File: config.mk
export PLATFORM = sky130hd
export DESIGN_NAME = rbb_window
export DESIGN_NICKNAME = d
export VERILOG_FILES = /design/src/region_box_blur_3x3_defines.svh /design/src/rbb_pkg.sv /design/src/rbb_window.sv
export SDC_FILE = /design/constraint.sdc
export NUM_CORES = 1
export LEC_CHECK = 0
export ABC_CLOCK_PERIOD_IN_PS = 9250
export BUFFER_PORTS_ARGS = -buffer_cell sky130_fd_sc_hd__buf_2
export CAP_MARGIN = 20
export CORE_MARGIN = 3
export CORE_UTILIZATION = 45
export CTS_BUF_LIST = sky130_fd_sc_hd__clkbuf_2 sky130_fd_sc_hd__clkbuf_4 sky130_fd_sc_hd__clkbuf_8
export DETAILED_ROUTE_END_ITERATION = 10
export HOLD_SLACK_MARGIN = 0.1
export MAX_ROUTING_LAYER = met4
export PLACE_DENSITY = 0.73
export SETUP_SLACK_MARGIN = 0.05
export SLEW_MARGIN = 20
export SYNTH_ARGS = -nofsm -noshare
export SYNTH_HDL_FRONTEND = slang
export SYNTH_SLANG_ARGS = --single-unit
File: constraint.sdc
create_clock -name clk -period 9.25 [get_ports clk]
set_input_delay 1.3875 -clock clk [delete_from_list [all_inputs] [get_ports clk]]
set_output_delay 1.3875 -clock clk [all_outputs]
set_load 0.005 [all_outputs]
File: src/region_box_blur_3x3_defines.svh
// Assertion macros for the region box blur block.
`ifndef REGION_BOX_BLUR_3X3_DEFINES_SVH
`define REGION_BOX_BLUR_3X3_DEFINES_SVH

// Same-cycle implication, sampled on clk, off during reset.
`define RBB_ASSERT_IMPL(lbl, ante, cons) \
  lbl: assert property (@(posedge clk) disable iff (!rst_n) (ante) |-> (cons)) \
    else $error("rbb: same-cycle check failed");

// Next-cycle implication, sampled on clk, off during reset.
`define RBB_ASSERT_NEXT(lbl, ante, cons) \
  lbl: assert property (@(posedge clk) disable iff (!rst_n) (ante) |=> (cons)) \
    else $error("rbb: next-cycle check failed");

`endif

File: src/rbb_pkg.sv
// Shared types, constants and widths of the region box blur block.
package rbb_pkg;

  localparam int MAX_WIDTH  = 2048;
  localparam int MAX_HEIGHT = 2048;

  localparam int COL_W = $clog2(MAX_WIDTH);
  localparam int ROW_W = $clog2(MAX_HEIGHT + 3);

  localparam int CFG_DIM_W  = 12;
  localparam int CFG_POS_W  = 11;
  localparam int CFG_HALF_W = 3;
  localparam int CFG_DATA_W = 12;
  localparam int CFG_IDX_W  = 3;

  // Bound arithmetic: region edges, dimensions and emitted positions plus one.
  localparam int BND_A = (COL_W + 1 > ROW_W) ? COL_W + 1 : ROW_W;
  localparam int BND_W = (BND_A > CFG_DIM_W) ? BND_A : CFG_DIM_W;

  localparam int CH_W   = 8;
  localparam int POS_W  = 11;
  localparam int SUM_W  = 12;
  localparam int RECIP_W = 13;
  localparam int PROD_W = SUM_W + RECIP_W;

  localparam int MIN_DIM     = 3;
  localparam int STEP_PIXELS = 50;
  localparam int DIV9_RECIP  = 7282;
  localparam int DIV9_SHIFT  = 16;

  localparam int RST_WIDTH  = 640;
  localparam int RST_HEIGHT = 480;
  localparam int RST_CENTER = 0;
  localparam int RST_HALF   = 1;

  localparam int IN_TDATA_W  = 24;
  localparam int IN_TUSER_W  = 2;
  localparam int OUT_TDATA_W = 48;
  localparam int OUT_TUSER_W = 1;

  typedef enum logic {
    OP_PIXEL = 1'b0,
    OP_DRAIN = 1'b1
  } opcode_e;

  typedef enum logic [CFG_IDX_W-1:0] {
    REG_IMAGE_WIDTH  = 3'd0,
    REG_IMAGE_HEIGHT = 3'd1,
    REG_CENTER_COL   = 3'd2,
    REG_CENTER_ROW   = 3'd3,
    REG_HALF_SIZE    = 3'd4
  } cfg_reg_e;

  typedef struct packed {
    logic [CH_W-1:0] red;
    logic [CH_W-1:0] green;
    logic [CH_W-1:0] blue;
  } pixel_t;

  typedef struct packed {
    pixel_t up;
    pixel_t lo;
    pixel_t cur;
  } column_t;

  typedef struct packed {
    logic [BND_W-1:0] w;
    logic [BND_W-1:0] h;
    logic [BND_W-1:0] w_m1;
    logic [BND_W-1:0] h_m1;
    logic [BND_W-1:0] left;
    logic [BND_W-1:0] top;
    logic [BND_W-1:0] right;
    logic [BND_W-1:0] bottom;
  } geom_t;

  typedef struct packed {
    logic             emit;
    logic             blur;
    logic             frame_end;
    logic [POS_W-1:0] col;
    logic [POS_W-1:0] row;
  } item_meta_t;

  typedef struct packed {
    logic [SUM_W-1:0] red;
    logic [SUM_W-1:0] green;
    logic [SUM_W-1:0] blue;
  } sums_t;

endpackage

File: src/rbb_window.sv
// 3x3 pixel window and registered per-channel sums of its nine cells.
module rbb_window (
  input  logic              clk,
  input  logic              rst_n,
  input  logic              shift_en,
  input  rbb_pkg::column_t  column,
  input  logic              sum_en,
  output rbb_pkg::sums_t    sums_r,
  output rbb_pkg::pixel_t   center_r
);

  rbb_pkg::pixel_t win_r [3][3];
  rbb_pkg::sums_t  sums_nxt;

  always_ff @(posedge clk) begin
    if (!rst_n) begin
      for (int i = 0; i < 3; i++) begin
        for (int j = 0; j < 3; j++) begin
          win_r[i][j] <= '0;
        end
      end
    end else if (shift_en) begin
      for (int i = 0; i < 3; i++) begin
        win_r[i][0] <= win_r[i][1];
        win_r[i][1] <= win_r[i][2];
      end
      win_r[0][2] <= column.up;
      win_r[1][2] <= column.lo;
      win_r[2][2] <= column.cur;
    end
  end

  always_comb begin
    sums_nxt = '0;
    for (int i = 0; i < 3; i++) begin
      for (int j = 0; j < 3; j++) begin
        sums_nxt.red   = sums_nxt.red   + rbb_pkg::SUM_W'(win_r[i][j].red);
        sums_nxt.green = sums_nxt.green + rbb_pkg::SUM_W'(win_r[i][j].green);
        sums_nxt.blue  = sums_nxt.blue  + rbb_pkg::SUM_W'(win_r[i][j].blue);
      end
    end
  end

  always_ff @(posedge clk) begin
    if (sum_en) begin
      sums_r   <= sums_nxt;
      center_r <= win_r[1][1];
    end
  end

endmodule

==> results.md <==
- XOR/XNOR share of the synthesized area: 1.22%
- Post-synth ARST share: 0%
- Clock root cell: clkbuf_8
- CP startpoint kind: register
- First-pass GRT wire length: 44200 um
- Met1 Track Usage GR: 21.1%
- Ranking of synthesized cells by area: edfxtp_1, fa_1, and3_1
- Largest net degree at the start of global routing: 157
- Die ar.: 35900 um^2
- Power share of the sequential group: 35.4%
- Synth area leader: edfxtp_1
- Avg Cell Area, Syn: 13.9 um^2
- Crit path DAT: 4.59 ns
- Dpl cell area: 16200 um^2
- Resize count post-CTS: 0
- Sw frac: 34.9%
- 1st-iter DRT viols: 421
- Vias/cell: 4.87
- Area growth syn-to-layout: 13.1%
- Crit path max-delay cell type: fa_1
- Post-CTS setup buffers: 0
- Slowest stage delay, CP: 0.58 ns
- Clock Pin Slew Worst Setup and Hold Paths: 0.06 ns
- Peak VDD IR: 0.000152 V
- # fillers: 2861
- Avg WL per Cell: 15.4 um
- Internal: 3.20 mW
- Met3 usage: 3.26%
- Post-Layout Inst Area: 17100 um^2
- Io pins: 136
- Post-synth EDFFs: 276
- Net switching power: 1.71 mW
- DRC: 0
- Count of final setup violators: 0
- Cell with the most instances after synthesis: edfxtp_1
- Hold Fails Final Rpt: 0
- Crit-path cells: fa_1, fa_1, fa_1, inv_1, fa_1, inv_1, ha_1, fa_1, a21oi_1, o211ai_1, o41ai_2, xnor2_1
- TritonCTS clock tree: built
- Crit-path leading delay family: adder cells
- Clock sinks: 276
- Tmin final: 4.29 ns
- Nets: 1506
- Clock power share: 21.6%
- RSZ-0062 raised after global routing: false
- Met2 GRT Util: 24.4%
- Synth unique cells: 30
- # port buffers: 135
- Worst clock skew: 0.0335 ns
- Largest family of logic cells by synthesized area: adder cells
- Status: finished, final reports clean
- WP buf/inv: 2
- Initial antenna violation count: 1
- CTS Buf Count: 47
- Clk buf depth: 3
- Slew headroom: 36.0%
- Vias in the first global route: 8819
- Fin Hold WS: 0.470 ns
- Cts hold-fix bufs: 0
- Final worst-path cycle share: 46.4%
- Multiplexer share of the synthesized area: 0%
- CP max FO: 3
- Die width: 189 um
- Mapped cell area: 15100 um^2
- Remaining Overflow, GRT: 0
- Row cnt: 66
- Initial Util: 46.1%
- Die Y: 189 um
- Layout cells sized above 1: 17.1%
- MaxCap Viol Count: 0
- Slew @ Worst Pin: 0.960 ns
- Fin Setup TNS: 0 ns
- Synth warn: 0
- Core ar.: 32900 um^2
- Seq cells post-synth: 276
- PwrDens: 287 nW/um^2
- Top_reg_cell synth: edfxtp_1
- Top-area cell type share of the netlist area: 54.8%
- GRT Total Usage: 15.8%
- Hold/Removal Path Class: reg2reg
- Max Freq: 233 MHz
- Max Slew Vio Count: 0
- Antenna-violating nets left: 0
- Critical setup path kind: reg2reg
- Post-synthesis cell count: 1087
- Mapped Nets: 1364
- Synth Area in Simple Gates: 10.2%
- 1st-pass router iterations: 4
- Worst Path Required: 9.55 ns
- Via count: 8279
- Adder-cell area share of the yosys netlist: 24.7%
- Clk_lat worst skew: 0.59 ns
- Busiest grt layer: met2
- Routed wire length: 26200 um
- Lkg Pwr: 8.21 nW
- Register area share after synthesis: 54.8%
- Worst setup EP type: register
- Comb power frac: 43.0%
- Post-DP HPWL: 17200 um
- Compound-gate portion of the synthesized area: 1.89%
- Post-synth top cells: edfxtp_1, inv_1, and3_1
- Placer Congestion: 0.766
- Finished Core Util: 52.1%
- Most used cell, CP: fa_1
- H-tree Lvls: 2
-- registers in the layout, summed over array words and instances, names as in the netlist --
register	count
sums_r	36
win_r	216
center_r	24
-- layout by cell type, fill, tap and decap left out, types with 2 or more instances in the layout --
master,instances
o21ai_0,6
and3_1,217
buf_2,133
clkbuf_4,13
clkinvlp_4,3
nor2b_1,4
nand3_1,3
fa_1,162
edfxtp_1,276
clkbuf_8,47
o211ai_1,4
buf_4,7
clkinv_1,10
a21oi_1,12
a21o_1,3
xor2_1,4
nor2_1,15
xnor2_1,17
clkinv_2,3
bufinv_16,2
a31oi_1,4
o21bai_1,4
nor3_1,3
inv_1,244
a211oi_1,3
nand2_1,9
o21a_1,2
ha_1,39
-- worst register-to-register path: stages (launching register included) --
cell and delay [ns]:
edfxtp_1 0.42, fa_1 0.58, fa_1 0.44, fa_1 0.56, inv_1 0.06, fa_1 0.47, inv_1 0.04, ha_1 0.24
fa_1 0.47, a21oi_1 0.21, o211ai_1 0.18, o41ai_2 0.27, xnor2_1 0.09
-- path summary, 6_finish.rpt --
path	from	depth (start not counted)	end	slack, ns
setup / recovery	win_r[0][146]	12	sums_r[10]	4.96
hold / removal	win_r[0][113]	0	center_r[17]	0.47
setup reg to reg	win_r[0][146]	12	sums_r[10]	4.96
hold reg to reg	win_r[0][113]	0	center_r[17]	0.47
-- power by group through the flow --
stage,clock network (mW),registers (mW),logic (mW)
finish,1.06,1.74,2.11
global route,1.15,1.75,2.46
CTS,1.10,1.74,2.15
detailed placement,0,1.76,2.14
global placement,0,1.76,2.07
floorplan,0,1.77,1.62
-- stage by stage --
| stage | setup WS, ns | power [mW] | std cells |
|---|---|---|---|
| 4_1_cts | 4.95 | 4.99 | 1700 |
| 3_5_place_dp | 4.97 | 3.90 | 1622 |
| 5_1_grt | 4.80 | 5.36 | 1701 |
| 2_1_floorplan | 1.63 | 3.40 | 1087 |
| 6_report | 4.96 | 4.91 | 1701 |
| 3_3_place_gp | 5.08 | 3.82 | 1622 |
-- area by class of cell --
| class | count | area [um^2] | area share [%] |
|---|---|---|---|
| Antenna cell | 1 | 2.50 | 0.0146 |
| Clock buffer | 60 | 744 | 4.35 |
| Clock inverter | 18 | 135 | 0.789 |
| Inverter | 244 | 916 | 5.35 |
| Multi-Input combinational cell | 519 | 5750 | 33.6 |
| Sequential cell | 276 | 8290 | 48.4 |
| Tap cell | 442 | 553 | 3.23 |
| Timing Repair Buffer | 141 | 738 | 4.31 |
-- per-layer routing --
metal  share of wire [%]  wire (um)
met5                   0          0
met4                 2.5        658
met3                 5.3       1380
met2                  48      12500
met1                  45      11700
-- kinds of logic after synthesis --
| logic type | count (synthesis) |
|---|---|
| and+or+nand+nor | 255 |
| AOI/OAI and AO/OA | 42 |
| xor gates and xnor gates | 21 |
| DFF | 276 |
| adders and majority gates | 201 |
| buffers and inverters | 292 |
No activity file was read; power rests on OpenSTA's default activity.
