## src/region_box_blur_3x3_defines.svh

```systemverilog
// Assertion macros for the region box blur block.
`ifndef REGION_BOX_BLUR_3X3_DEFINES_SVH
`define REGION_BOX_BLUR_3X3_DEFINES_SVH

// Same-cycle implication, sampled on clk, off during reset.
`define RBB_ASSERT_IMPL(lbl, ante, cons) \
  lbl: assert property (@(posedge clk) disable iff (!rst_n) (ante) |-> (cons)) \
    else $error("rbb: same-cycle check failed");

// Next-cycle implication, sampled on clk, off during reset.
`define RBB_ASSERT_NEXT(lbl, ante, cons) \
  lbl: assert property (@(posedge clk) disable iff (!rst_n) (ante) |=> (cons)) \
    else $error("rbb: next-cycle check failed");

`endif

```

## src/rbb_pkg.sv

```systemverilog
// Shared types, constants and widths of the region box blur block.
package rbb_pkg;

  localparam int MAX_WIDTH  = 2048;
  localparam int MAX_HEIGHT = 2048;

  localparam int COL_W = $clog2(MAX_WIDTH);
  localparam int ROW_W = $clog2(MAX_HEIGHT + 3);

  localparam int CFG_DIM_W  = 12;
  localparam int CFG_POS_W  = 11;
  localparam int CFG_HALF_W = 3;
  localparam int CFG_DATA_W = 12;
  localparam int CFG_IDX_W  = 3;

  // Bound arithmetic: region edges, dimensions and emitted positions plus one.
  localparam int BND_A = (COL_W + 1 > ROW_W) ? COL_W + 1 : ROW_W;
  localparam int BND_W = (BND_A > CFG_DIM_W) ? BND_A : CFG_DIM_W;

  localparam int CH_W   = 8;
  localparam int POS_W  = 11;
  localparam int SUM_W  = 12;
  localparam int RECIP_W = 13;
  localparam int PROD_W = SUM_W + RECIP_W;

  localparam int MIN_DIM     = 3;
  localparam int STEP_PIXELS = 50;
  localparam int DIV9_RECIP  = 7282;
  localparam int DIV9_SHIFT  = 16;

  localparam int RST_WIDTH  = 640;
  localparam int RST_HEIGHT = 480;
  localparam int RST_CENTER = 0;
  localparam int RST_HALF   = 1;

  localparam int IN_TDATA_W  = 24;
  localparam int IN_TUSER_W  = 2;
  localparam int OUT_TDATA_W = 48;
  localparam int OUT_TUSER_W = 1;

  typedef enum logic {
    OP_PIXEL = 1'b0,
    OP_DRAIN = 1'b1
  } opcode_e;

  typedef enum logic [CFG_IDX_W-1:0] {
    REG_IMAGE_WIDTH  = 3'd0,
    REG_IMAGE_HEIGHT = 3'd1,
    REG_CENTER_COL   = 3'd2,
    REG_CENTER_ROW   = 3'd3,
    REG_HALF_SIZE    = 3'd4
  } cfg_reg_e;

  typedef struct packed {
    logic [CH_W-1:0] red;
    logic [CH_W-1:0] green;
    logic [CH_W-1:0] blue;
  } pixel_t;

  typedef struct packed {
    pixel_t up;
    pixel_t lo;
    pixel_t cur;
  } column_t;

  typedef struct packed {
    logic [BND_W-1:0] w;
    logic [BND_W-1:0] h;
    logic [BND_W-1:0] w_m1;
    logic [BND_W-1:0] h_m1;
    logic [BND_W-1:0] left;
    logic [BND_W-1:0] top;
    logic [BND_W-1:0] right;
    logic [BND_W-1:0] bottom;
  } geom_t;

  typedef struct packed {
    logic             emit;
    logic             blur;
    logic             frame_end;
    logic [POS_W-1:0] col;
    logic [POS_W-1:0] row;
  } item_meta_t;

  typedef struct packed {
    logic [SUM_W-1:0] red;
    logic [SUM_W-1:0] green;
    logic [SUM_W-1:0] blue;
  } sums_t;

endpackage

```

## src/rbb_scan.sv

```systemverilog
// Raster position counters and per-transaction emission and blur decision.
module rbb_scan (
  input  logic                        clk,
  input  logic                        rst_n,
  input  logic                        accept,
  input  logic                        drain,
  input  logic                        start,
  input  rbb_pkg::geom_t              geom,
  output logic [rbb_pkg::COL_W-1:0]   col,
  output rbb_pkg::item_meta_t         meta
);

  logic [rbb_pkg::COL_W-1:0] col_cnt_r;
  logic [rbb_pkg::COL_W-1:0] col_cnt_nxt;
  logic [rbb_pkg::ROW_W-1:0] row_cnt_r;
  logic [rbb_pkg::ROW_W-1:0] row_cnt_nxt;
  logic [rbb_pkg::ROW_W-1:0] row;
  logic [rbb_pkg::BND_W-1:0] cb;
  logic [rbb_pkg::BND_W-1:0] rb;
  logic [rbb_pkg::BND_W-1:0] c1;
  logic [rbb_pkg::BND_W-1:0] exb;
  logic [rbb_pkg::BND_W-1:0] eyb;
  logic                      restart;
  logic                      valid;

  always_comb begin
    restart = !drain && start;
    col     = restart ? '0 : col_cnt_r;
    row     = restart ? '0 : row_cnt_r;
    cb      = rbb_pkg::BND_W'(col);
    rb      = rbb_pkg::BND_W'(row);

    if (col != '0) begin
      exb   = cb - rbb_pkg::BND_W'(1);
      eyb   = rb - rbb_pkg::BND_W'(1);
      valid = (rb >= rbb_pkg::BND_W'(1)) && (eyb < geom.h);
    end else begin
      exb   = geom.w_m1;
      eyb   = rb - rbb_pkg::BND_W'(2);
      valid = (rb >= rbb_pkg::BND_W'(2)) && (eyb < geom.h);
    end

    meta.emit      = valid;
    meta.blur      = (exb >= rbb_pkg::BND_W'(1)) && (eyb >= rbb_pkg::BND_W'(1)) &&
                     (exb >= geom.left) && (eyb >= geom.top) &&
                     (exb + rbb_pkg::BND_W'(1) <= geom.right) &&
                     (eyb + rbb_pkg::BND_W'(1) <= geom.bottom);
    meta.frame_end = (exb == geom.w_m1) && (eyb == geom.h_m1);
    meta.col       = rbb_pkg::POS_W'(exb);
    meta.row       = rbb_pkg::POS_W'(eyb);

    c1 = cb + rbb_pkg::BND_W'(1);
    if (c1 >= geom.w) begin
      col_cnt_nxt = '0;
      row_cnt_nxt = (rb < geom.h + rbb_pkg::BND_W'(2)) ?
                    row + rbb_pkg::ROW_W'(1) : row;
    end else begin
      col_cnt_nxt = rbb_pkg::COL_W'(c1);
      row_cnt_nxt = row;
    end
  end

  always_ff @(posedge clk) begin
    if (!rst_n) begin
      col_cnt_r <= '0;
      row_cnt_r <= '0;
    end else if (accept) begin
      col_cnt_r <= col_cnt_nxt;
      row_cnt_r <= row_cnt_nxt;
    end
  end

endmodule

```

## config.mk

```make
export PLATFORM = sky130hd
export DESIGN_NAME = rbb_scan
export DESIGN_NICKNAME = d
export VERILOG_FILES = /design/src/region_box_blur_3x3_defines.svh /design/src/rbb_pkg.sv /design/src/rbb_scan.sv
export SDC_FILE = /design/constraint.sdc
export NUM_CORES = 1
export LEC_CHECK = 0
export ABC_AREA = 1
export BUFFER_PORTS_ARGS = -buffer_cell sky130_fd_sc_hd__buf_4
export CORE_MARGIN = 5
export CORE_UTILIZATION = 30
export CTS_CLUSTER_DIAMETER = 200
export DETAILED_ROUTE_END_ITERATION = 10
export PLACE_DENSITY_LB_ADDON = 0.15
export SLEW_MARGIN = 20
export SYNTH_ARGS = -nofsm -noshare
export SYNTH_HDL_FRONTEND = slang
export SYNTH_SLANG_ARGS = --single-unit
```

## constraint.sdc

```tcl
create_clock -name clk -period 4.4 [get_ports clk]
set_input_delay 0.44 -clock clk [delete_from_list [all_inputs] [get_ports clk]]
set_output_delay 0.44 -clock clk [all_outputs]
set_load 0.005 [all_outputs]
```

==> reports/qor.yml <==
outcome:
  status: "completed"
yosys:
  synthFlopType: "dfxtp_1"
  syn_inst: 1078
  yosys_warnings: 0
  avgSynthCellArea_um2: 5.75
  syn-cell-area_um2: 6200
  synth_nets: 1283
  synth.ff_latch_count: 23
  yosysSeqAreaShare_pct: 7.42
  synth_edf_count: 0
  async_flop_share_pct: 0
  synth_cell_types: 42
sta:
  layout_min_cycle_time_ns: 4.10
  relSlewSlack_pct: 56.4
  tightestPinTransition_ns: 0.653
  clock.fmax_ghz: 0.244
  hold_slack_ns: 0.431
  setup_viol: 0
  period_share_pct: 93.2
  slew_violations: 0
  clock_skew_ns: 0.00505
  hold_violations: 0
power:
  finalPower_uw: 1130
  power_density_nw_per_um2: 141
  peakVddDrop_mv: 0.110
  leakage_uw: 0.00451
detailed_routing:
  drtAntennaViolNets: 0
  drc: 0
  viasPerCell: 4.57
  drt-pass1-iter-count: 5
  vias: 6925
  avgRoutedWirePerCell_um: 12.9
  totalWireLength_um: 19600
  dr.first_iter.drc_count: 335
floorplanning:
  num_rows: 52
  initial_utilization_pct: 30.6
  dieArea_um2: 23700
  ios: 137
  core_area_um2: 20300
  die_y_um: 154
  die_x_um: 154
hold_path:
  hp-class: "in2reg"
  hold_path_depth: 3
  min_from: "rst_n"
grt:
  grt_pass1_vias: 6489
  grt_start_max_net_pins: 22
  grt_pass1_wl_um: 32000
  antenna_found_initial: 0
  grt_overflow_total: 0
  grt_use_total_pct: 15.9
worst_setup_path:
  timing.rr.end: "row_cnt_r[10]"
  slowest_delay_ns: 0.26
  slowest_stage: "ha_1"
  cp.depth: 31
  critPathCaptureType: "output pin"
  crit_end: "meta[23]"
  cp-startpoint: "start"
  r2r_cells: 21
  crit_family: "simple AND/OR/NAND/NOR gates"
  r2r_setup_slack_ns: 0.98
  crit_top_cell: "nand2_1"
  path_class: "in2out"
  crit_path_start_kind: "input port"
  r2r-start: "col_cnt_r[0]"
  cp_max_fo: 10
  crit_required_ns: 3.96
  cp_num_buf_inv: 8
  crit_arrival_ns: 3.66
placement:
  gp_congestion: 0.933
  hpwl_um: 17200
  io_buffers: 136
  placed_area_um2: 7720
final_layout:
  antenna_cells: 0
  fill_cells: 2277
  fin_area_um2: 8030
  drive_gt1_share_pct: 22.6
  fin_util_pct: 39.5
  final_nets: 1450
  syn_to_final_growth_pct: 29.4
clock_network:
  cts.sinks: 23
  cts_tree: "done"
  clock-root-buffer: "clkbuf_16"
  clkLatencyLatePin_ns: 0.26
  htree_levels: 1
  clkSlewWorstSetupHoldPaths_ns: 0.06
  ctsLongestPathBuffers: 2
  cts_buffers: 3
run:
  max_cap_viol_count: 0
[synthesized netlist by cell type (2+ instances only)]
cell | count | area (um2)
a211oi_1 | 4 | 30.0
a21boi_0 | 2 | 15.0
a21oi_1 | 59 | 295
a22oi_1 | 2 | 15.0
buf_2 | 4 | 20.0
buf_4 | 7 | 52.6
buf_6 | 2 | 22.5
clkbuf_1 | 6 | 22.5
dfxtp_1 | 23 | 460
ha_1 | 104 | 1300
inv_1 | 180 | 676
inv_2 | 20 | 75.1
nand2_1 | 289 | 1080
nand2_2 | 21 | 131
nand2_4 | 5 | 56.3
nand3_1 | 89 | 445
nand3_2 | 3 | 30.0
nand3b_1 | 6 | 45.0
nand4_1 | 26 | 163
nor2_1 | 108 | 405
nor2_2 | 9 | 56.3
nor2_4 | 3 | 33.8
nor3_1 | 4 | 20.0
nor3_2 | 4 | 40.0
nor4_1 | 2 | 12.5
o2111ai_1 | 2 | 17.5
o21ai_0 | 25 | 125
o21ai_1 | 16 | 80.1
o21ai_2 | 8 | 70.1
o21bai_1 | 2 | 15.0
o41ai_1 | 2 | 17.5
xnor2_1 | 3 | 26.3
xor2_1 | 28 | 245
xor2_2 | 2 | 32.5
[tightest hold or removal path: cells and delay by family]
family	cells	cell delay, ns
buf+inv	1	0.13
simple gates	2	0.09
[through the flow]
step / instances / TNS, ns / setup WS [ns]
4_1_cts: 1504 / 0 / 0.0322
3_5_place_dp: 1500 / 0 / 0.0419
6_report: 1514 / 0 / 0.300
3_3_place_gp: 1500 / 0 / 0.132
5_1_grt: 1514 / -0.0110 / -0.0110
2_1_floorplan: 1078 / 0 / 0.373
[power breakdown]
part	internal [uW]	leakage (uW)	switching (uW)
Combinational	320	0.00429	396
Sequential	209	0.000186	0.936
Clock	123	0.0000371	80.2
Total	653	0.00451	477
[logic make-up after synthesis]
logic type	count (synthesis)	synth area share, %
AO/OA/AOI/OAI	128	11.7
adder cells (fa/ha/maj)	104	21.0
XOR/XNOR	33	4.90
buffers and inverters	221	14.3
AND/OR/NAND/NOR	569	40.7
flip-flops	23	7.42
[flip-flops by register name, indices dropped and copies added (netlist names)]
name / count
row_cnt_r: 12
col_cnt_r: 11
[cells in the final DEF (no fill, tap or decap), types with 3 or more instances in the layout]
cell	synthesis	final
o21ai_1	16	13
nand2_4	5	6
nand3_1	89	89
xnor2_1	3	3
inv_2	20	21
nor2_1	108	104
buf_4	7	176
buf_6	2	4
nand2_1	289	288
nand4_1	26	26
nand2_2	21	21
nor3_2	4	3
nor2_4	3	7
clkbuf_16	0	3
dfxtp_1	23	23
a21oi_1	59	58
xor2_1	28	28
nor2_2	9	9
nand3b_1	6	6
inv_1	180	179
nor3_1	4	4
o21ai_0	25	23
a211oi_1	4	3
ha_1	104	101
o21ai_2	8	12
[per-layer routing]
metal	track usage, %	part of all wire (%)
met1	22.7	49
met2	25.6	44
met3	1.49	4.4
met4	4.21	2.4
met5	0	0
[timing repair]
item / CTS / global route
setup buffers: 0 / 9
resized for setup: 0 / 37
hold buffers: 0 / 0
endpoints found under the setup margin: 0 / 1
[area by class of cell]
class / count / area [um2] / area share (%)
inverters: 200 / 751 / 9.35
clock buffers: 3 / 75.1 / 0.935
multi-input cells: 835 / 4990 / 62.2
repair buffers: 182 / 1400 / 17.5
flip-flops and latches: 23 / 460 / 5.74
well taps: 270 / 338 / 4.21
clock inverters: 1 / 7.51 / 0.0935
[how the worst min path moves through the flow]
stage                   end  slack [ns]
6_report       row_cnt_r[2]        0.43
3_3_place_gp   col_cnt_r[0]        0.47
3_5_place_dp   col_cnt_r[0]        0.47
5_1_grt        row_cnt_r[2]        0.44
4_1_cts        row_cnt_r[2]        0.43
2_1_floorplan  col_cnt_r[0]        0.46
(Power assumes the default switching activity.)
