--- src/region_box_blur_3x3_defines.svh ---
// Assertion macros for the region box blur block.
`ifndef REGION_BOX_BLUR_3X3_DEFINES_SVH
`define REGION_BOX_BLUR_3X3_DEFINES_SVH

// Same-cycle implication, sampled on clk, off during reset.
`define RBB_ASSERT_IMPL(lbl, ante, cons) \
  lbl: assert property (@(posedge clk) disable iff (!rst_n) (ante) |-> (cons)) \
    else $error("rbb: same-cycle check failed");

// Next-cycle implication, sampled on clk, off during reset.
`define RBB_ASSERT_NEXT(lbl, ante, cons) \
  lbl: assert property (@(posedge clk) disable iff (!rst_n) (ante) |=> (cons)) \
    else $error("rbb: next-cycle check failed");

`endif

--- src/rbb_pkg.sv ---
// Shared types, constants and widths of the region box blur block.
package rbb_pkg;

  localparam int MAX_WIDTH  = 2048;
  localparam int MAX_HEIGHT = 2048;

  localparam int COL_W = $clog2(MAX_WIDTH);
  localparam int ROW_W = $clog2(MAX_HEIGHT + 3);

  localparam int CFG_DIM_W  = 12;
  localparam int CFG_POS_W  = 11;
  localparam int CFG_HALF_W = 3;
  localparam int CFG_DATA_W = 12;
  localparam int CFG_IDX_W  = 3;

  // Bound arithmetic: region edges, dimensions and emitted positions plus one.
  localparam int BND_A = (COL_W + 1 > ROW_W) ? COL_W + 1 : ROW_W;
  localparam int BND_W = (BND_A > CFG_DIM_W) ? BND_A : CFG_DIM_W;

  localparam int CH_W   = 8;
  localparam int POS_W  = 11;
  localparam int SUM_W  = 12;
  localparam int RECIP_W = 13;
  localparam int PROD_W = SUM_W + RECIP_W;

  localparam int MIN_DIM     = 3;
  localparam int STEP_PIXELS = 50;
  localparam int DIV9_RECIP  = 7282;
  localparam int DIV9_SHIFT  = 16;

  localparam int RST_WIDTH  = 640;
  localparam int RST_HEIGHT = 480;
  localparam int RST_CENTER = 0;
  localparam int RST_HALF   = 1;

  localparam int IN_TDATA_W  = 24;
  localparam int IN_TUSER_W  = 2;
  localparam int OUT_TDATA_W = 48;
  localparam int OUT_TUSER_W = 1;

  typedef enum logic {
    OP_PIXEL = 1'b0,
    OP_DRAIN = 1'b1
  } opcode_e;

  typedef enum logic [CFG_IDX_W-1:0] {
    REG_IMAGE_WIDTH  = 3'd0,
    REG_IMAGE_HEIGHT = 3'd1,
    REG_CENTER_COL   = 3'd2,
    REG_CENTER_ROW   = 3'd3,
    REG_HALF_SIZE    = 3'd4
  } cfg_reg_e;

  typedef struct packed {
    logic [CH_W-1:0] red;
    logic [CH_W-1:0] green;
    logic [CH_W-1:0] blue;
  } pixel_t;

  typedef struct packed {
    pixel_t up;
    pixel_t lo;
    pixel_t cur;
  } column_t;

  typedef struct packed {
    logic [BND_W-1:0] w;
    logic [BND_W-1:0] h;
    logic [BND_W-1:0] w_m1;
    logic [BND_W-1:0] h_m1;
    logic [BND_W-1:0] left;
    logic [BND_W-1:0] top;
    logic [BND_W-1:0] right;
    logic [BND_W-1:0] bottom;
  } geom_t;

  typedef struct packed {
    logic             emit;
    logic             blur;
    logic             frame_end;
    logic [POS_W-1:0] col;
    logic [POS_W-1:0] row;
  } item_meta_t;

  typedef struct packed {
    logic [SUM_W-1:0] red;
    logic [SUM_W-1:0] green;
    logic [SUM_W-1:0] blue;
  } sums_t;

endpackage

--- src/rbb_cfg.sv ---
// Configuration registers and derived frame and region geometry.
module rbb_cfg (
  input  logic                            clk,
  input  logic                            rst_n,
  input  logic                            cfg_valid,
  output logic                            cfg_ready,
  input  logic [rbb_pkg::CFG_IDX_W-1:0]   cfg_index,
  input  logic [rbb_pkg::CFG_DATA_W-1:0]  cfg_data,
  output rbb_pkg::geom_t                  geom_r
);

  logic [rbb_pkg::CFG_DIM_W-1:0]  width_r;
  logic [rbb_pkg::CFG_DIM_W-1:0]  height_r;
  logic [rbb_pkg::CFG_POS_W-1:0]  ccol_r;
  logic [rbb_pkg::CFG_POS_W-1:0]  crow_r;
  logic [rbb_pkg::CFG_HALF_W-1:0] half_r;
  logic [rbb_pkg::CFG_DIM_W-1:0]  width_nxt;
  logic [rbb_pkg::CFG_DIM_W-1:0]  height_nxt;
  logic [rbb_pkg::CFG_POS_W-1:0]  ccol_nxt;
  logic [rbb_pkg::CFG_POS_W-1:0]  crow_nxt;
  logic [rbb_pkg::CFG_HALF_W-1:0] half_nxt;
  rbb_pkg::geom_t                 geom_nxt;

  function automatic logic [rbb_pkg::BND_W-1:0] clamp_dim(
    input logic [rbb_pkg::CFG_DIM_W-1:0] v,
    input int                            maxv
  );
    logic [rbb_pkg::BND_W-1:0] res;
    if (v < rbb_pkg::CFG_DIM_W'(rbb_pkg::MIN_DIM)) begin
      res = rbb_pkg::BND_W'(rbb_pkg::MIN_DIM);
    end else if (32'(v) > maxv) begin
      res = rbb_pkg::BND_W'(maxv);
    end else begin
      res = rbb_pkg::BND_W'(v);
    end
    return res;
  endfunction

  function automatic rbb_pkg::geom_t geom_calc(
    input logic [rbb_pkg::CFG_DIM_W-1:0]  wv,
    input logic [rbb_pkg::CFG_DIM_W-1:0]  hv,
    input logic [rbb_pkg::CFG_POS_W-1:0]  cc,
    input logic [rbb_pkg::CFG_POS_W-1:0]  cr,
    input logic [rbb_pkg::CFG_HALF_W-1:0] hs
  );
    rbb_pkg::geom_t            g;
    logic [rbb_pkg::BND_W-1:0] range;
    logic [rbb_pkg::BND_W-1:0] ccb;
    logic [rbb_pkg::BND_W-1:0] crb;
    logic [rbb_pkg::BND_W-1:0] rgt;
    logic [rbb_pkg::BND_W-1:0] bot;
    g.w    = clamp_dim(wv, rbb_pkg::MAX_WIDTH);
    g.h    = clamp_dim(hv, rbb_pkg::MAX_HEIGHT);
    g.w_m1 = g.w - rbb_pkg::BND_W'(1);
    g.h_m1 = g.h - rbb_pkg::BND_W'(1);
    range  = rbb_pkg::BND_W'(hs) * rbb_pkg::BND_W'(rbb_pkg::STEP_PIXELS);
    ccb    = rbb_pkg::BND_W'(cc);
    crb    = rbb_pkg::BND_W'(cr);
    g.left = (ccb >= range) ? ccb - range : '0;
    g.top  = (crb >= range) ? crb - range : '0;
    rgt    = ccb + range;
    bot    = crb + range;
    g.right  = (rgt > g.w_m1) ? g.w_m1 : rgt;
    g.bottom = (bot > g.h_m1) ? g.h_m1 : bot;
    return g;
  endfunction

  assign cfg_ready = 1'b1;

  // Geometry is registered together with the write so the next transaction sees it.
  always_comb begin
    width_nxt  = width_r;
    height_nxt = height_r;
    ccol_nxt   = ccol_r;
    crow_nxt   = crow_r;
    half_nxt   = half_r;
    if (cfg_valid && cfg_ready) begin
      case (rbb_pkg::cfg_reg_e'(cfg_index))
        rbb_pkg::REG_IMAGE_WIDTH:  width_nxt  = cfg_data;
        rbb_pkg::REG_IMAGE_HEIGHT: height_nxt = cfg_data;
        rbb_pkg::REG_CENTER_COL:   ccol_nxt   = cfg_data[rbb_pkg::CFG_POS_W-1:0];
        rbb_pkg::REG_CENTER_ROW:   crow_nxt   = cfg_data[rbb_pkg::CFG_POS_W-1:0];
        rbb_pkg::REG_HALF_SIZE:    half_nxt   = cfg_data[rbb_pkg::CFG_HALF_W-1:0];
        default: ;
      endcase
    end
    geom_nxt = geom_calc(width_nxt, height_nxt, ccol_nxt, crow_nxt, half_nxt);
  end

  always_ff @(posedge clk) begin
    if (!rst_n) begin
      width_r  <= rbb_pkg::CFG_DIM_W'(rbb_pkg::RST_WIDTH);
      height_r <= rbb_pkg::CFG_DIM_W'(rbb_pkg::RST_HEIGHT);
      ccol_r   <= rbb_pkg::CFG_POS_W'(rbb_pkg::RST_CENTER);
      crow_r   <= rbb_pkg::CFG_POS_W'(rbb_pkg::RST_CENTER);
      half_r   <= rbb_pkg::CFG_HALF_W'(rbb_pkg::RST_HALF);
      geom_r   <= geom_calc(rbb_pkg::CFG_DIM_W'(rbb_pkg::RST_WIDTH),
                            rbb_pkg::CFG_DIM_W'(rbb_pkg::RST_HEIGHT),
                            rbb_pkg::CFG_POS_W'(rbb_pkg::RST_CENTER),
                            rbb_pkg::CFG_POS_W'(rbb_pkg::RST_CENTER),
                            rbb_pkg::CFG_HALF_W'(rbb_pkg::RST_HALF));
    end else begin
      width_r  <= width_nxt;
      height_r <= height_nxt;
      ccol_r   <= ccol_nxt;
      crow_r   <= crow_nxt;
      half_r   <= half_nxt;
      geom_r   <= geom_nxt;
    end
  end

endmodule

--- config.mk ---
export PLATFORM = sky130hd
export DESIGN_NAME = rbb_cfg
export DESIGN_NICKNAME = d
export VERILOG_FILES = /design/src/region_box_blur_3x3_defines.svh /design/src/rbb_pkg.sv /design/src/rbb_cfg.sv
export SDC_FILE = /design/constraint.sdc
export NUM_CORES = 1
export LEC_CHECK = 0
export BUFFER_PORTS_ARGS = -buffer_cell sky130_fd_sc_hd__buf_2
export CAP_MARGIN = 15
export CORE_MARGIN = 4
export CORE_UTILIZATION = 40
export CTS_BUF_LIST = sky130_fd_sc_hd__clkbuf_8
export DETAILED_ROUTE_END_ITERATION = 8
export SYNTH_ARGS = -nofsm -noshare
export SYNTH_HDL_FRONTEND = slang
export SYNTH_SLANG_ARGS = --single-unit
export TNS_END_PERCENT = 30
--- constraint.sdc ---
create_clock -name clk -period 7.7 [get_ports clk]
set_input_delay 0.77 -clock clk [delete_from_list [all_inputs] [get_ports clk]]
set_output_delay 0.77 -clock clk [all_outputs]
set_load 0.005 [all_outputs]
==> flow_metrics.env <==
export IMPL_grt_usage_pct=18.9
export IMPL_ir_drop_v=0.000102
export IMPL_finalSetupViolations=0
export IMPL_arrival_ns=6.21
export IMPL_drc=0
export IMPL_drt_iter0_drc=279
export IMPL_grt_overflow=0
export IMPL_clock_path_buffers=2
export IMPL_hold_viol_final=0
export IMPL_synthTopCellsByCount="dfxtp_1, nor2_1, ha_1, nand2_1, a21oi_1"
export IMPL_globalplace_congestion=0.866
export IMPL_fin_crit_sh_pct=76.2
export IMPL_power_frac_comb_pct=17.0
export IMPL_synthTopCellsByArea="dfxtp_1, ha_1, nor2_1, mux2i_1, xnor2_1"
export IMPL_p_clk_share_pct=36.6
export IMPL_cts_buffers=17
export IMPL_clk_pin_slew_worst_paths_ns=0.08
export IMPL_grt_pass1_vias=5954
export IMPL_finalNetCount=1002
export IMPL_die_area_um2=20900
export IMPL_initial_utilization_pct=41.1
export IMPL_power_density_nw_per_um2=200
export IMPL_cts_tree="done"
export IMPL_p_sw_share_pct=28.4
export IMPL_avgRoutedWirePerCell_um=16.7
export IMPL_io_pin_count=115
export IMPL_period_needed_ns=5.86
export IMPL_portBuffers=113
export IMPL_antenna_left=0
export IMPL_worstSetupStartpointType="input port"
export IMPL_internal_power_w=0.00123
export IMPL_vias=6021
export IMPL_path_max_fanout=10
export IMPL_drive_above_1_share_pct=20.8
export IMPL_required_ns=8.05
export IMPL_synth_cell_type_count=75
export IMPL_cp_common_cell="ha_1"
export IMPL_dieHeight_um=144
export IMPL_path_buf_inv=4
export IMPL_synth_edf_count=0
export IMPL_path_cells="buf_2 > nor4bb_1 > mux2i_1 > inv_1 > ha_1 > ha_1 > ha_1 > or2_2 > ha_1 > inv_1 > a221oi_1 > xor2_1 > inv_1 > ha_1 > nand4_1 > a211oi_1 > o41a_1 > nand2_1 > o32ai_1"
export IMPL_path_delay_family="simple AND/OR/NAND/NOR gates"
export IMPL_yosysMostFrequentCell="dfxtp_1"
export IMPL_totalPowerFinal_w=0.00172
export IMPL_ys_seq_area_share_pct=39.0
export IMPL_synth_seq_cells=145
export IMPL_report_final_slew_viol_count=0
export IMPL_cts_htree_levels=4
export IMPL_fmax_mhz=171
export IMPL_wirelength_um=19400
export IMPL_core_area_um2=18100
export IMPL_cts_resized=0
export IMPL_synth_top_area_share_pct=39.0
export IMPL_hold_path_class="flip-flop to flip-flop"
export IMPL_cpPeakStageDelay_ns=0.86
export IMPL_synth_warning_count=0
export IMPL_fin_tns_setup_ns=0
export IMPL_grt_pass1_wl_um=30900
export IMPL_synthesis_area_um2=7450
export IMPL_clk_latency_ns=0.45
export IMPL_syn_inst=817
export IMPL_power_frac_seq_pct=46.4
export IMPL_power_leakage_nw=4.03
export IMPL_rsz0062_at_grt="false"
export IMPL_synthArstFlopShare_pct=0
export IMPL_crit_type="input port to flip-flop"
export IMPL_worst_pin_slew_ns=0.983
export IMPL_synthFlopType="dfxtp_1"
export IMPL_detailed_place_hpwl_um=14300
export IMPL_grt_antenna_before_repair=0
export IMPL_routed_via_density=5.20
export IMPL_cts_setup_buffers=0
export IMPL_drtPass1Iterations=4
export IMPL_slew_headroom_pct=33.6
export IMPL_cts_root_buf="clkbuf_8"
export IMPL_finClkSkew_ns=0.00861
export IMPL_end_kind="flip-flop"
export IMPL_die_w_um=144
export IMPL_switchingPower_w=0.000487
export IMPL_cts_sinks=145
export IMPL_syn2layout_area_growth_pct=15.3
export IMPL_whs_ns=0.552
export IMPL_cts_hold_buf=0
export IMPL_grt_max_degree=62
export IMPL_status="completed"
export IMPL_rows=49
export IMPL_final_core_util_pct=47.3
export IMPL_maxCapViolations=0
export IMPL_diodes=0
export IMPL_yosys_area_top_type="dfxtp_1"
export IMPL_avgSynthCellArea_um2=9.12
export IMPL_cpMaxStageDelayCell="nor4bb_1"
==> routing by layer <==
layer | vias to the layer above | GRT usage [%] | routed length [um]
met4 | 0 | 5.35 | 321
li1 | 3023 | - | -
met5 | - | 0 | 0
met2 | 130 | 30.5 | 8970
met1 | 2845 | 25.7 | 8940
met3 | 23 | 3.97 | 1130
==> area by class of cell <==
| type | instances | area (um^2) |
|---|---|---|
| fillers | 1791 | 9560 |
| multi-input cells | 594 | 4230 |
| flip-flops and latches | 145 | 2900 |
| repair buffers | 121 | 623 |
| well taps | 229 | 287 |
| clock buffers | 18 | 248 |
| clock inverters | 13 | 160 |
| inverters | 38 | 143 |
==> stage by stage <==
stage | worst slack, ns | instance area [um^2] | cells
after detailed placement | 1.36 | 8180 | 1126
final | 1.84 | 8590 | 1158
after global placement | 1.58 | 8180 | 1126
after CTS | 1.82 | 8590 | 1157
after global routing | 1.38 | 8590 | 1158
after floorplan | 1.32 | 7460 | 820
==> tightest hold or removal path, cell delays in order (launching register included) <==
cell	delay (ns)
dfxtp_1	0.31
mux2i_1	0.12
nand2_1	0.09
==> cell families after synthesis <==
kind of cell	count (synthesis)	synth area share [%]
simple gates	277	18.3
buf+inv	81	4.53
compound gates	150	13.7
mux	56	7.99
flops	145	39.0
xor+xnor	39	4.79
other cells	2	0.101
fa+ha+maj	67	11.7
==> power by group through the flow <==
| stage | Sequential, W | Combinational [W] | Clock (W) |
|---|---|---|---|
| detailed placement | 0.000814 | 0.000292 | 0 |
| floorplan | 0.000817 | 0.000188 | 0 |
| global route | 0.000800 | 0.000329 | 0.000674 |
| finish | 0.000796 | 0.000292 | 0.000627 |
| CTS | 0.000797 | 0.000294 | 0.000641 |
| global placement | 0.000814 | 0.000291 | 0 |
==> layout by cell type, fill, tap and decap left out, drive strengths merged, types with 11 or more instances in the layout <==
cell / netlist / final
dfxtp: 145 / 145
mux2i: 38 / 38
nor2: 108 / 108
ha: 63 / 63
nor2b: 11 / 11
buf: 11 / 121
mux2: 18 / 18
clkbuf: 32 / 18
nand2: 62 / 62
a21oi: 51 / 51
nor3: 24 / 24
xnor2: 30 / 30
inv: 37 / 40
and2: 18 / 18
o21ai: 23 / 23
==> final timing paths <==
check                            start                   end  slack, ns  cells after the start
setup / recovery          cfg_index[2]  geom_r[9]$_SDFF_PN0_       1.84                     19
hold / removal    half_r[0]$_SDFF_PN1_  half_r[0]$_SDFF_PN1_       0.55                      2
setup reg to reg  half_r[2]$_SDFF_PN0_  geom_r[9]$_SDFF_PN0_       3.01                     17
hold reg to reg   half_r[0]$_SDFF_PN1_  half_r[0]$_SDFF_PN1_       0.55                      2
==> registers in the layout, summed over array words and instances, names as in the netlist <==
register / cells
geom_r: 96
height_r: 12
width_r: 12
ccol_r: 11
crow_r: 11
half_r: 3
Power figures use the tool's default switching activity.
